`config.mk`:
```
export PLATFORM = sky130hd
export DESIGN_NAME = charlieplex_led_level_scanner_top_flat
export DESIGN_NICKNAME = d
export VERILOG_FILES = /design/src/rtl/core/clp_pkg.sv /design/src/rtl/core/clp_if.sv /design/src/rtl/core/clp_store.sv /design/src/rtl/core/clp_scan.sv /design/src/rtl/core/charlieplex_led_level_scanner_top.sv /design/src/flat_wrapper.sv
export SDC_FILE = /design/constraint.sdc
export NUM_CORES = 1
export LEC_CHECK = 0
export ABC_CLOCK_PERIOD_IN_PS = 4200
export CAP_MARGIN = 5
export CORE_MARGIN = 2
export CORE_UTILIZATION = 60
export DETAILED_ROUTE_END_ITERATION = 6
export DONT_BUFFER_PORTS = 1
export PLACE_DENSITY_LB_ADDON = 0.12
export SYNTH_ARGS = -nofsm -noshare
export SYNTH_HDL_FRONTEND = slang
export SYNTH_SLANG_ARGS = --single-unit
```
`constraint.sdc`:
```
create_clock -name i_clk -period 4.2 [get_ports i_clk]
set_clock_uncertainty 0.2 [all_clocks]
set_input_delay 0.21 -clock i_clk [delete_from_list [all_inputs] [get_ports i_clk]]
set_output_delay 0.21 -clock i_clk [all_outputs]
set_load 0.05 [all_outputs]
```
`src/rtl/core/clp_pkg.sv`:
```
// ----------------------------------------------------------------------------
// clp_pkg: shared types and constants of the charlieplex LED level scanner
// Field widths of the item and result beats, opcodes and scan limits.
// ----------------------------------------------------------------------------
package clp_pkg;

    localparam int OPCODE_W     = 2;
    localparam int LED_IDX_W    = 5;
    localparam int LEVEL_W      = 2;
    localparam int LINE_FIELD_W = 5;
    localparam int PASS_W       = 2;

    localparam logic [OPCODE_W-1:0] OP_TICK  = 2'd0;
    localparam logic [OPCODE_W-1:0] OP_WRITE = 2'd1;
    localparam logic [OPCODE_W-1:0] OP_FILL  = 2'd2;

    localparam logic [PASS_W-1:0] FIRST_PASS = 2'd1;
    localparam logic [PASS_W-1:0] LAST_PASS  = 2'd3;

    typedef struct packed {
        logic [OPCODE_W-1:0]  opcode;
        logic [LED_IDX_W-1:0] led_index;
        logic [LEVEL_W-1:0]   level;
    } t_item;

    typedef struct packed {
        logic [LINE_FIELD_W-1:0] line_enable;
        logic [LINE_FIELD_W-1:0] line_high;
        logic [LEVEL_W-1:0]      led_level;
    } t_result;

    // Update command from the pipeline to the level store.
    typedef struct packed {
        logic                 write;
        logic                 fill;
        logic [LED_IDX_W-1:0] led_index;
        logic [LEVEL_W-1:0]   level;
    } t_store_cmd;

endpackage

```
`src/rtl/core/clp_if.sv`:
```
// ----------------------------------------------------------------------------
// clp_if: valid/ready channels of the charlieplex LED level scanner
// One interface for the item channel and one for the result channel.
// ----------------------------------------------------------------------------
interface clp_item_if;
    logic           valid;
    logic           ready;
    clp_pkg::t_item payload;

    modport source (output valid, output payload, input ready);
    modport sink (input valid, input payload, output ready);
endinterface

interface clp_result_if;
    logic             valid;
    logic             ready;
    clp_pkg::t_result payload;

    modport source (output valid, output payload, input ready);
    modport sink (input valid, input payload, output ready);
endinterface

```
`src/rtl/core/clp_store.sv`:
```
// ----------------------------------------------------------------------------
// clp_store: brightness level store
// One 2-bit level per LED, kept as one row per line. Single writes and a
// broadcast fill; one row read for the scan and one LED read for the report.
// ----------------------------------------------------------------------------
module clp_store #(
    parameter int NUM_LINES = 5
) (
    input  logic                                          i_clk,
    input  logic                                          i_rst_n,
    input  clp_pkg::t_store_cmd                           i_cmd,
    input  logic [$clog2(NUM_LINES)-1:0]                  i_row_sel,
    output logic [NUM_LINES-2:0][clp_pkg::LEVEL_W-1:0]    o_row,
    output logic [clp_pkg::LEVEL_W-1:0]                   o_led_level
);

    localparam int LedsPerLine = NUM_LINES - 1;

    logic [clp_pkg::LEVEL_W-1:0] r_lv [NUM_LINES][LedsPerLine];
    logic [clp_pkg::LEVEL_W-1:0] n_lv [NUM_LINES][LedsPerLine];

    // LED number line*(NUM_LINES-1)+position sits in row line, column position.
    // Numbers past the last LED match no entry, so they are neither written nor read.
    always_comb begin
        for (int l = 0; l < NUM_LINES; l++) begin
            for (int p = 0; p < LedsPerLine; p++) begin
                n_lv[l][p] = r_lv[l][p];
                if (i_cmd.fill) begin
                    n_lv[l][p] = i_cmd.level;
                end else if (i_cmd.write && (int'(i_cmd.led_index) == l * LedsPerLine + p)) begin
                    n_lv[l][p] = i_cmd.level;
                end
            end
        end
    end

    always_comb begin
        o_led_level = '0;
        for (int l = 0; l < NUM_LINES; l++) begin
            for (int p = 0; p < LedsPerLine; p++) begin
                if (int'(i_cmd.led_index) == l * LedsPerLine + p) begin
                    o_led_level = n_lv[l][p];
                end
            end
        end
    end

    always_comb begin
        for (int p = 0; p < LedsPerLine; p++) begin
            o_row[p] = r_lv[i_row_sel][p];
        end
    end

    always_ff @(posedge i_clk) begin
        if (!i_rst_n) begin
            for (int l = 0; l < NUM_LINES; l++) begin
                for (int p = 0; p < LedsPerLine; p++) begin
                    r_lv[l][p] <= '0;
                end
            end
        end else begin
            r_lv <= n_lv;
        end
    end

endmodule

```
`src/rtl/core/clp_scan.sv`:
```
// ----------------------------------------------------------------------------
// clp_scan: scan position and line drive pattern
// Holds the pass and line of the scan and the last drive pattern; on a tick
// builds the pattern of the current line from its row of levels and advances.
// ----------------------------------------------------------------------------
module clp_scan #(
    parameter int NUM_LINES = 5
) (
    input  logic                                       i_clk,
    input  logic                                       i_rst_n,
    input  logic                                       i_tick,
    input  logic [NUM_LINES-2:0][clp_pkg::LEVEL_W-1:0] i_row,
    output logic [$clog2(NUM_LINES)-1:0]               o_row_sel,
    output logic [NUM_LINES-1:0]                       o_drive_enable,
    output logic [NUM_LINES-1:0]                       o_drive_high
);

    localparam int LineW = $clog2(NUM_LINES);

    logic [clp_pkg::PASS_W-1:0] r_pass;
    logic [clp_pkg::PASS_W-1:0] n_pass;
    logic [LineW-1:0]           r_line;
    logic [LineW-1:0]           n_line;
    logic [NUM_LINES-1:0]       r_en;
    logic [NUM_LINES-1:0]       r_hi;
    logic [NUM_LINES-1:0]       tick_en;
    logic [NUM_LINES-1:0]       tick_hi;
    logic                       lit;

    assign lit = |i_row;

    // The row lists the other lines in ascending order, so a line below the
    // scanned one sits at its own position and a line above it one lower.
    for (genvar o = 0; o < NUM_LINES; o++) begin : g_line
        logic [clp_pkg::LEVEL_W-1:0] lvl;
        if (o == 0) begin : g_first
            assign lvl = i_row[0];
        end else if (o == NUM_LINES - 1) begin : g_last
            assign lvl = i_row[o-1];
        end else begin : g_mid
            assign lvl = (LineW'(o) < r_line) ? i_row[o] : i_row[o-1];
        end
        assign tick_hi[o] = lit && (r_line != LineW'(o)) && (lvl >= r_pass);
    end

    assign tick_en = tick_hi | (lit ? (NUM_LINES'(1) << r_line) : '0);

    always_comb begin
        n_line = r_line;
        n_pass = r_pass;
        if (i_tick) begin
            if (r_line == LineW'(NUM_LINES - 1)) begin
                n_line = '0;
                n_pass = (r_pass >= clp_pkg::LAST_PASS) ? clp_pkg::FIRST_PASS
                                                        : r_pass + 2'd1;
            end else begin
                n_line = r_line + 1'b1;
            end
        end
    end

    assign o_row_sel      = r_line;
    assign o_drive_enable = i_tick ? tick_en : r_en;
    assign o_drive_high   = i_tick ? tick_hi : r_hi;

    always_ff @(posedge i_clk) begin
        if (!i_rst_n) begin
            r_pass <= clp_pkg::FIRST_PASS;
            r_line <= '0;
            r_en   <= '0;
            r_hi   <= '0;
        end else begin
            r_pass <= n_pass;
            r_line <= n_line;
            r_en   <= o_drive_enable;
            r_hi   <= o_drive_high;
        end
    end

endmodule

```
`src/rtl/core/charlieplex_led_level_scanner_top.sv`:
```
// ----------------------------------------------------------------------------
// charlieplex_led_level_scanner_top: charlieplexed LED brightness scanner
// Level store, scan sequencer and a two-register valid/ready pipeline.
// ----------------------------------------------------------------------------
// The block takes one item per clock while the result register can empty and
// returns exactly one result beat per item, in order. An item is held in the
// input register until the result register is free; there the store update,
// the drive pattern of a tick and the level report are all formed, and it
// then sits in the result register until it is taken. The input register
// takes a new item in the same cycle as its held item moves on. Ticks walk
// lines 0 to NUM_LINES-1 within passes 1 to 3; write and fill beats repeat
// the last drive pattern. Line outputs are five bits wide: unused upper bits
// read 0, lines past the fifth are not shown. Reset clears all levels at once.
module charlieplex_led_level_scanner_top #(
    parameter int NUM_LINES = 5
) (
    input  logic                i_clk,
    input  logic                i_rst_n,
    clp_item_if.sink            i_item,
    clp_result_if.source        o_result
);

    localparam int LineW = $clog2(NUM_LINES);

    logic                       r_in_valid;
    clp_pkg::t_item             r_in;
    logic                       r_out_valid;
    clp_pkg::t_result           r_out;
    logic                       advance;
    clp_pkg::t_store_cmd        store_cmd;
    logic                       tick;
    logic [LineW-1:0]           row_sel;
    logic [NUM_LINES-2:0][clp_pkg::LEVEL_W-1:0] row;
    logic [clp_pkg::LEVEL_W-1:0] led_level;
    logic [NUM_LINES-1:0]       drive_enable;
    logic [NUM_LINES-1:0]       drive_high;
    clp_pkg::t_result           result;

    // The item in the input register moves on whenever the result register
    // is empty or is being emptied in this cycle.
    assign advance      = r_in_valid && (!r_out_valid || o_result.ready);
    assign i_item.ready = !r_in_valid || advance;

    assign store_cmd.write     = advance && (r_in.opcode == clp_pkg::OP_WRITE);
    assign store_cmd.fill      = advance && (r_in.opcode == clp_pkg::OP_FILL);
    assign store_cmd.led_index = r_in.led_index;
    assign store_cmd.level     = r_in.level;
    assign tick                = advance && (r_in.opcode == clp_pkg::OP_TICK);

    clp_store #(
        .NUM_LINES (NUM_LINES)
    ) u_store (
        .i_clk       (i_clk),
        .i_rst_n     (i_rst_n),
        .i_cmd       (store_cmd),
        .i_row_sel   (row_sel),
        .o_row       (row),
        .o_led_level (led_level)
    );

    clp_scan #(
        .NUM_LINES (NUM_LINES)
    ) u_scan (
        .i_clk          (i_clk),
        .i_rst_n        (i_rst_n),
        .i_tick         (tick),
        .i_row          (row),
        .o_row_sel      (row_sel),
        .o_drive_enable (drive_enable),
        .o_drive_high   (drive_high)
    );

    for (genvar j = 0; j < clp_pkg::LINE_FIELD_W; j++) begin : g_field
        if (j < NUM_LINES) begin : g_used
            assign result.line_enable[j] = drive_enable[j];
            assign result.line_high[j]   = drive_high[j];
        end else begin : g_unused
            assign result.line_enable[j] = 1'b0;
            assign result.line_high[j]   = 1'b0;
        end
    end
    assign result.led_level = led_level;

    always_ff @(posedge i_clk) begin
        if (!i_rst_n) begin
            r_in_valid  <= 1'b0;
            r_out_valid <= 1'b0;
        end else begin
            if (i_item.ready) begin
                r_in_valid <= i_item.valid;
            end
            if (advance) begin
                r_out_valid <= 1'b1;
            end else if (o_result.ready) begin
                r_out_valid <= 1'b0;
            end
        end
    end

    always_ff @(posedge i_clk) begin
        if (i_item.valid && i_item.ready) begin
            r_in <= i_item.payload;
        end
        if (advance) begin
            r_out <= result;
        end
    end

    assign o_result.valid   = r_out_valid;
    assign o_result.payload = r_out;

endmodule

```
`src/flat_wrapper.sv`:
```
// flat-port wrapper written by rule: the top's interface ports become plain ports
module charlieplex_led_level_scanner_top_flat 
#(
    parameter int NUM_LINES = 5
)
  (i_clk, i_rst_n, i_item_valid, i_item_payload, i_item_ready, o_result_valid, o_result_payload, o_result_ready);
  clp_item_if i_item_i ();
  clp_result_if o_result_i ();
  input  logic i_clk;
  input  logic i_rst_n;
  input wire logic [$bits(i_item_i.valid)-1:0] i_item_valid;
  input wire logic [$bits(i_item_i.payload)-1:0] i_item_payload;
  output wire logic [$bits(i_item_i.ready)-1:0] i_item_ready;
  output wire logic [$bits(o_result_i.valid)-1:0] o_result_valid;
  output wire logic [$bits(o_result_i.payload)-1:0] o_result_payload;
  input wire logic [$bits(o_result_i.ready)-1:0] o_result_ready;
  assign i_item_i.valid = i_item_valid;
  assign i_item_i.payload = i_item_payload;
  assign i_item_ready = i_item_i.ready;
  assign o_result_valid = o_result_i.valid;
  assign o_result_payload = o_result_i.payload;
  assign o_result_i.ready = o_result_ready;
  charlieplex_led_level_scanner_top #(.NUM_LINES(NUM_LINES)) u_core (.i_clk(i_clk), .i_rst_n(i_rst_n), .i_item(i_item_i), .o_result(o_result_i));
endmodule
```
After elaboration in Yosys (flattened, before gate mapping)
Index checks and enable logic that the tools add are counted.
W data, S select, Z words.

word-level totals
  bits in registers = 78
  input port bits = 13
  output and inout bits = 14

cells by class
  add/sub/neg operators = 2
  magnitude comparators = 10
  equal/unequal tests = 26
  shift-type cells = 1
  multiplexer cells = 73
  bitwise gates (word level) = 2
  reductions and logical operators = 45

operators by type and width
  kind                   count
  $mux W2                64
  $eq A5 B5 Y1 const B   12
  $logic_and A1 B1 Y1    35
  $bmux W8 S3            1
  $eq A5 B4 Y1 const B   4
  $mux W8                2
  $mux W5                3
  $eq A5 B3 Y1 const B   2
  $ge A2 B2 Y1           5
  $reduce_or A8 Y1       1
  $lt A2 B3 Y1 const A   2
  $ne A3 B2 Y1 const B   2
  $eq A5 B2 Y1 const B   1
  $logic_not A5 Y1       1
  $or A5 B5 Y5           1
  $shl A1 B3 Y5 const A  1
  $ge A4 B4 Y1 const B   1
  $not A3 Y4             1
  $add A3 B1 Y3 const B  1
  $eq A3 B3 Y1 const B   1
  $lt A1 B3 Y1 const A   1
  $mux W3                1
  $ne A3 B1 Y1 const B   1
  $ne A3 B3 Y1 const B   1
  other kinds (11)       14

Logic depth before layout (Yosys ltp)
Gate-level depths: netlist of the first run.

  depth after elaboration = 27
  depth in mapped cells = 15
  depth with buffers taken out = 13

Cells and area by module
A second synthesis of the first run with hierarchy kept.

unflattened totals
  cell total of the unflattened synthesis = 534
  area total of the unflattened synthesis = 4890.9 um^2

by module, submodules not included
  module                             times used  cells each  area an instance (um^2)
  clp_store                          1           368         2962.8
  clp_scan                           1           133         1164.9
  charlieplex_led_level_scanner_top  1           33          763.2

Worst setup path after synthesis of the first run
OpenSTA, ideal clock, no wires.

  path kind = flip-flop to flip-flop
  start = reg u_core.u_scan.r_line[1] (netlist: u_core.u_scan.o_row_sel[1])
  end = reg u_core.r_out (netlist bit u_core.o_result.payload[8]), data pin
  setup time = 0.267 ns
  arrival = 2.634 ns
  slack = 1.099 ns
  cell stages (with the launch flop) = 16
  buffers on the path = 3
  clock period less this slack = 3.101 ns
  cells stage by stage = dfxtp_1 > buf_6 > clkbuf_1 > clkbuf_1 > mux2i_1 > nor2_1 > a21oi_1 > mux2_2 > ha_1 > nand2b_1 > a21oi_1 > a21oi_1 > a21oi_1 > nor2_1 > a21oi_1 > nor2_1

on the way
  word-level cells in the longest chain between the ends = 9
  elaborated cells on any way between the ends = 15
  those cells by class = 2 x order compare; 1 x eq/ne; 1 x shift; 6 x mux; 2 x bitwise; 3 x reduce/logical

RTL lines
  what                                                        RTL line                                  RTL
  from (decl)                                                 clp_scan.sv:22                            logic [LineW-1:0] r_line;
  from (signal assigned)                                      clp_scan.sv:74                            r_line <= n_line;
  $not A3 Y4 (not written as such)                            clp_store.sv:50                           o_row[p] = r_lv[i_row_sel][p];
  $bmux W8 S3                                                 clp_store.sv:50
  $mux W8 (not written as such) (2 in series)                 clp_store.sv:50
  $mux W2 / $reduce_or A8 Y1 (equally long branches)          clp_scan.sv:41, clp_scan.sv:30
  $ge A2 B2 Y1 / $logic_and A1 B1 Y1 (equally long branches)  clp_scan.sv:43                            assign tick_hi[o] = lit && (r_line != LineW'(o)) && (lvl >= r_pass);
  $logic_and A1 B1 Y1                                         clp_scan.sv:43
  $or A5 B5 Y5 (*)                                            clp_scan.sv:46                            assign tick_en = tick_hi | (lit ? (NUM_LINES'(1) << r_line) : '0);
  $mux W5 (*)                                                 clp_scan.sv:63                            assign o_drive_enable = i_tick ? tick_en : r_en;
  named net u_core.drive_enable[1]                            charlieplex_led_level_scanner_top.sv:35   logic [NUM_LINES-1:0] drive_enable;
  to (signal assigned)                                        charlieplex_led_level_scanner_top.sv:105  r_out <= result;
  to (decl)                                                   charlieplex_led_level_scanner_top.sv:28   clp_pkg::t_result r_out;

Mark *: on every way through the listed nets, which the timed path passes. The rest lies on a longest branch. The select of a mux whose other input is x is not followed.
A chain may end at the register's enable or synchronous reset.

Worst setup path after layout of the first run
  start = reg u_core.u_scan.r_line[1] (netlist: u_core.u_scan.o_row_sel[1])
  end = reg u_core.r_out (netlist bit u_core.o_result.payload[9]), data pin

The elaborated chain is that of the path after synthesis.

==> results.yml, run 1 <==
run_status:
  status: "finished, final reports clean"
placed_design:
  portBuffers: 0
  gp_congestion: 0.9143
  dpl.hpwl_mm: 8.534
  placedCellCount: 586
  placed_area_sq_um: 4528
clock_network:
  cts_tree: "yes"
  ctsLongestPathBuffers: 2
  htreeDepth: 3
  postCtsSetupRepairBufs: 0
  clkLatencyLatePin_ps: 370
  cts.clk_slew.worst_paths_ps: 100
  cts_sinks: 78
  cts_resized: 0
  postCtsHoldBufs: 13
  clock-root-buffer: "clkbuf_8"
  numCtsBuffers: 9
logic_synthesis:
  synth_ff_type: "dfxtp_1"
  synth_seq_area_share_pct: 39.79
  synthTopCellsByArea: "dfxtp_1 26%, edfxtp_1 14%, mux2i_1 13%"
  yosysTopAreaCellShare_pct: 25.63
  yosys-top-cells-count: "87 x nor2_1, 58 x mux2i_1, 57 x dfxtp_1"
  synthArstFlopShare_pct: 0
  yosysWarnings: 0
  ys_types: 58
  postSynthAreaPerCell_sq_um: 8.766
  synth_largest_area_cell: "dfxtp_1"
  synth-seq-cells: 78
  syn_inst: 508
  syn_nets: 537
  synth_area_sq_um: 4453
  synth_edf_count: 21
  yosysMostFrequentCell: "nor2_1"
power:
  seqPwrFrac_pct: 51.2
  ir_worst_vdd_uv: 217.2
  leakage_nw: 1.700
  clkPwrFrac_pct: 38.0
  p_sw_share_pct: 29.59
  intPower_mw: 1.149
  combPwrFrac_pct: 10.9
  powerDensity_nw_per_um2: 335.0
  switchingPower_mw: 0.4827
cells_and_area:
  fin_util_pct: 67.50
  ff_latch_area_sq_um: 1772
  n_antenna_cell: 0
  nNetsFinal: 540
  multi_input_area_sq_um: 2520
  fin_area_sq_um: 4870
  drive_above_1_share_pct: 7.171
  fin_cells: 615
  syn_to_final_growth_pct: 9.357
  nFillCells: 610
worst_setup_path:
  crit_path_start: "u_core.u_scan.o_row_sel[1]$_SDFFE_PN0P_"
  crit_path_start_kind: "flop"
  endpoint_kind: "flop"
  worstSetupPathType: "flop to flop"
  worstRegToRegCells: 11
  crit_path_max_fanout: 18
  r2r-start: "u_core.u_scan.o_row_sel[1]$_SDFFE_PN0P_"
  critPathSlowestCell: "dfxtp_1"
  r2r_slack_ps: 770
  critPathMaxStageDelay_ps: 870
  crit_required_ps: 4120
  worstPathArrival_ps: 3350
  crit_chain: "nor2b_1 > o2bb2ai_1 > a21oi_1 > o21ai_0 > a21boi_0 > ha_1 > nand2b_1 > a21oi_1 > a21oi_1 > a21oi_1 > nor2_1"
  path_common_cell: "a21oi_1"
  endpoint: "u_core.o_result.payload[9]$_DFFE_PP_"
  r2r-end: "u_core.o_result.payload[9]$_DFFE_PP_"
sta:
  setup_viol_count_final: 0
  hold_viol: 0
  tns_ps: 0
  fmax_mhz: 291.7
  worst_pin_slew_ps: 914.2
  slew_viol_final: 0
  min_period_ps: 3429
  max_slew_margin_pct: 38.58
  rsz0062_at_grt: "false"
  final.period_utilization_pct: 81.64
floorplan:
  fp.dieH_microns: 90.15
  initial_core_util_pct: 61.72
  rows: 31
  dieArea_sq_um: 8127
  die-width_microns: 90.15
  io_pins: 27
  core_area_sq_um: 7214
route:
  via_per_inst: 6.514
  drt_iter0_drc: 314
  drt-total-wl_mm: 12.05
  dr.pass1.iters: 5
  wire_per_inst_microns: 19.59
  num_vias: 4006
  drcViolationCount: 0
  antenna_left: 0
global_route:
  grt_max_degree: 47
  grt_use_total_pct: 30.23
  grt_pass1_vias: 3795
  grt_remaining_overflow: 0
  antenna_found_initial: 0
  grt_first_pass_wirelength_mm: 19.44
run:
  cap_violations: 0
hold_path:
  holdCritPathClass: "input port to flop"
## critical path, delay by kind of cell (launching register included)
kind,cells,cell delay (ps)
AND/OR/NAND/NOR,3,510
flip-flops,1,870
adder cells (fa/ha/maj),1,280
AO/OA/AOI/OAI,7,1320
## worst min-delay path by stage
stage / cells past startpoint / slack [ps] / endpoint / from
after CTS: 1 / 90 / u_core.r_in[1]$_DFFE_PP_ / i_item_valid
after global placement: 1 / 70 / u_core.u_scan.r_pass[0]$_SDFFE_PN1P_ / i_rst_n
after detailed placement: 1 / 80 / u_core.u_scan.r_pass[0]$_SDFFE_PN1P_ / i_rst_n
after floorplan: 1 / 70 / u_core.u_scan.r_pass[0]$_SDFFE_PN1P_ / i_rst_n
final: 1 / 100 / u_core.r_in[1]$_DFFE_PP_ / i_item_valid
after global routing: 1 / 120 / u_core.r_in[1]$_DFFE_PP_ / i_item_valid
## layer usage
layer  vias up  track usage (%)  share of wire (%)
li1       1865                -                  -
met1      1885            39.46                 41
met2       215            49.44                 48
met3        41            3.940                8.1
met4         0            15.26                3.6
met5         -                0                  0
## through the flow
step                      power [mW]  setup slack (ps)  hold WS, ps
final                          1.631             771.3        99.29
after global routing           1.679             495.1        122.8
after CTS                      1.632             814.7        94.20
after detailed placement       1.014             827.6        81.70
after global placement         1.009             903.0        73.32
after floorplan               0.9682              1099        71.94
## cells in the final DEF, fill, tap and decap left out, types with 3 or more instances in the layout
cell and n:
nor4_1 4, inv_8 3, o2bb2ai_1 5, nor3_1 7, a32o_1 4, o32ai_1 4, nand4_1 3, dlygate4sd3_1 13
o21ai_0 30, and2_1 8, nor2b_1 3, o31ai_1 3, clkbuf_8 9, edfxtp_1 21, a311oi_1 3, mux2i_1 58
o22ai_1 4, or3_1 4, inv_1 7, nand2b_1 7, nor2_1 87, dfxtp_1 57, a31oi_1 5, o211ai_1 4
nand3_1 9, buf_4 10, nand2_1 33, and3_1 5, ha_1 16, nor3b_1 4, a211oi_1 7, a21oi_1 42
## power by group through the flow
stage               clock [mW]  sequential, mW  combinational (mW)
floorplan                    0           0.844               0.124
global placement             0           0.851               0.159
detailed placement           0           0.851               0.163
CTS                      0.625           0.834               0.174
global route             0.650           0.836               0.193
finish                   0.620           0.834               0.177
## cell families (layout without fill, tap and decap cells)
family / Yosys count / in the layout / synth area share (%)
compound gates: 129 / 129 / 18.43
xor+xnor: 1 / 1 / 0.1967
fa+ha+maj: 16 / 16 / 4.496
buf+inv: 41 / 49 / 3.625
flops: 78 / 78 / 39.79
mux: 63 / 63 / 14.89
simple gates: 180 / 180 / 18.57
## registers in the layout, indices dropped and copies added (netlist names)
signal	count
u_core.o_result.valid	1
u_core.u_scan.r_hi	5
u_core.u_scan.r_pass	2
u_core.r_in	9
u_core.o_result.payload	12
u_core.r_in_valid	1
u_core.u_scan.o_row_sel	3
u_core.u_scan.r_en	5
u_core.u_store.r_lv	40
## layout make-up
type | instances | area share (%)
clock inverters | 7 | 1.799
inverters | 10 | 0.7708
clock buffers | 9 | 2.544
flip-flops and latches | 78 | 36.38
repair buffers | 23 | 4.214
multi-input cells | 389 | 51.75
well taps | 99 | 2.544
No activity file was read; power rests on OpenSTA's default activity.
==> run 2, diff against run 1 <==
- ABC_AREA: not set -> 1
- ABC_CLOCK_PERIOD_IN_PS: 4200 -> 2900
- CORE_UTILIZATION: 60 -> 57
- clock period: 4.2 -> 2.9 ns (I/O delays scaled with it)
==> run 2 against run 1 <==
First-iteration DRC count down 15%. Highest routed layer unchanged. Combinational power rose by 61%. Clock power up 38%. Via count rose by 2.8%. Die area rose by 1.7%.
==> results.yml, run 2 <==
route:
  wire_per_inst_microns: 15.05
  drt_iter0_drc: 268
  drt-total-wl_mm: 11.12
  dr.pass1.iters: 5
  drcViolationCount: 0
  num_vias: 4117
  antenna_left: 0
  via_per_inst: 5.571
logic_synthesis:
  postSynthAreaPerCell_sq_um: 7.140
  yosysTopAreaCellShare_pct: 26.50
  synth_seq_area_share_pct: 41.15
  synthTopCellsByArea: "dfxtp_1 27%, nand2_1 16%, edfxtp_1 15%"
  synth-seq-cells: 78
  syn_inst: 603
  synth_largest_area_cell: "dfxtp_1"
  yosys-top-cells-count: "180 x nand2_1, 78 x nor2_1, 66 x inv_1"
  syn_nets: 632
  synth_edf_count: 21
  ys_types: 38
  yosysMostFrequentCell: "nand2_1"
  synth_area_sq_um: 4305
  synthArstFlopShare_pct: 0
  synth_ff_type: "dfxtp_1"
  yosysWarnings: 0
worst_setup_path:
  crit_required_ps: 2840
  r2r_slack_ps: 110
  worstPathArrival_ps: 2730
  crit_path_start_kind: "flop"
  endpoint_kind: "flop"
  crit_path_max_fanout: 6
  worstSetupPathType: "flop to flop"
floorplan:
  core_area_sq_um: 7292
  fp.dieH_microns: 90.91
  dieArea_sq_um: 8265
  rows: 31
  io_pins: 27
  die-width_microns: 90.91
  initial_core_util_pct: 59.04
clock_network:
  htreeDepth: 3
  clock-root-buffer: "clkbuf_8"
  cts_sinks: 78
  cts.clk_slew.worst_paths_ps: 90
  numCtsBuffers: 9
  clkLatencyLatePin_ps: 370
  ctsLongestPathBuffers: 2
  cts_tree: "yes"
sta:
  fmax_mhz: 358.4
  final.period_utilization_pct: 96.22
  slew_viol_final: 0
  setup_viol_count_final: 0
  worst_pin_slew_ps: 967.2
  max_slew_margin_pct: 35.42
  hold_viol: 0
  min_period_ps: 2790
cells_and_area:
  n_antenna_cell: 0
  layout_common_cells: "180 x nand2_1, 71 x nor2_1, 65 x inv_1, 54 x dfxtp_1, 38 x o21ai_0"
  fin_cells: 739
  final_common_cell: "nand2_1"
  ff_latch_area_sq_um: 1778
  syn_to_final_growth_pct: 14.97
  multi_input_area_sq_um: 2232
  drive_above_1_share_pct: 13.44
  nNetsFinal: 664
  nFillCells: 641
  top_register: "u_core.u_store.r_lv"
  largest_reg_flops: 40
run_status:
  status: "finished, final reports clean"
hold_path:
  holdCritPathClass: "input port to flop"
global_route:
  grt_remaining_overflow: 0
  grt_max_degree: 56
  grt_pass1_vias: 3847
  grt_use_total_pct: 27.34
  grt_first_pass_wirelength_mm: 17.81
  antenna_found_initial: 0
power:
  power_mw: 2.355
  ir_worst_vdd_uv: 254.3
  powerDensity_nw_per_um2: 475.8
  leakage_nw: 2.208
placed_design:
  dpl.hpwl_mm: 7.859
  portBuffers: 0
  placedCellCount: 698
  gp_congestion: 0.8987
run:
  cap_violations: 0
## run 2: cell count changes after synthesis, moves of 8 or more
cell / previous run / this run
and2_1: 8 / 0
nand3_1: 9 / 35
clkbuf_1: 25 / 10
a21oi_1: 42 / 18
o21ai_0: 30 / 38
nor2_1: 87 / 78
o211ai_1: 4 / 12
mux2i_1: 58 / 0
nand2_1: 33 / 180
inv_1: 7 / 66
## run 2: worst max-delay path, cell delays in order, from the launching register on
cell	delay, ps
edfxtp_1	380
inv_1	220
nand3_1	260
nor2_2	250
nand2_1	140
nand2_1	100
nand2_1	80
nand3_1	90
nand2_1	50
inv_1	60
nand4_1	150
nand2_1	100
nand4_1	70
nand2_1	70
nand4_1	80
nand2_1	80
nand3_1	70
nand2_1	60
nand2_1	40
## run 2: worst paths after layout
path                               startpoint                                      end  cells past startpoint
max                  u_core.r_in[6]$_DFFE_PP_     u_core.o_result.payload[0]$_DFFE_PP_                     18
min                                   i_rst_n  u_core.u_scan.o_row_sel[2]$_SDFFE_PN0P_                      2
max reg2reg          u_core.r_in[6]$_DFFE_PP_     u_core.o_result.payload[0]$_DFFE_PP_                     18
min reg2reg  u_core.u_scan.r_en[0]$_SDFF_PN0_         u_core.u_scan.r_en[0]$_SDFF_PN0_                      2
## run 2: metrics by stage
step           TNS [ps]  worst slack (ps)  cell area (sq um)  hold slack [ps]  util [%]
6_report              0             109.7               4950            135.2     67.88
5_1_grt          -188.3            -123.1               4950            187.3     67.88
4_1_cts               0             42.95               4782            132.4     65.58
3_5_place_dp     -60.22            -60.22               4441            43.91     60.90
3_3_place_gp     -11.99            -11.99               4441            43.62     60.90
2_1_floorplan         0             287.0               4305            42.63         -
## run 2: layer usage
layer / GRT usage [%] / up-vias / share of wire, %
met5: 0 / - / 0
met4: 12.25 / 0 / 3.4
met3: 5.259 / 41 / 7.4
met2: 46.39 / 194 / 48
met1: 33.72 / 1846 / 41
li1: - / 2036 / -
## run 2: cells by family (layout without fill, tap and decap cells)
kind of cell	count (synthesis)	after routing	synth area share [%]
simple gates	322	323	32.00
compound gates	95	95	13.60
flops	78	78	41.15
fa+ha+maj	16	16	4.650
buf+inv	92	128	8.602
## run 2: timing repair
item                                   4_1_cts  5_1_grt
pin swaps                                    0        3
endpoints found under the hold margin       13        0
gates cloned                                 0        1
resized for setup                            1       20
setup endpoints to repair                    1       10
hold buffers                                13        0
buffers inserted                             0       11
## run 2: layout make-up
cell class	instances	area share [%]
multi-input combinational	434	45.10
sequential	78	35.92
timing repair buffer	37	6.522
inverter	75	5.789
clock buffer	9	2.503
tap	99	2.503
clock inverter	7	1.668
## run 2: where the power goes
group | switching (mW) | internal (mW)
Clock | 0.449 | 0.409
Combinational | 0.188 | 0.0978
Sequential | 0.0529 | 1.16
Total | 0.690 | 1.67
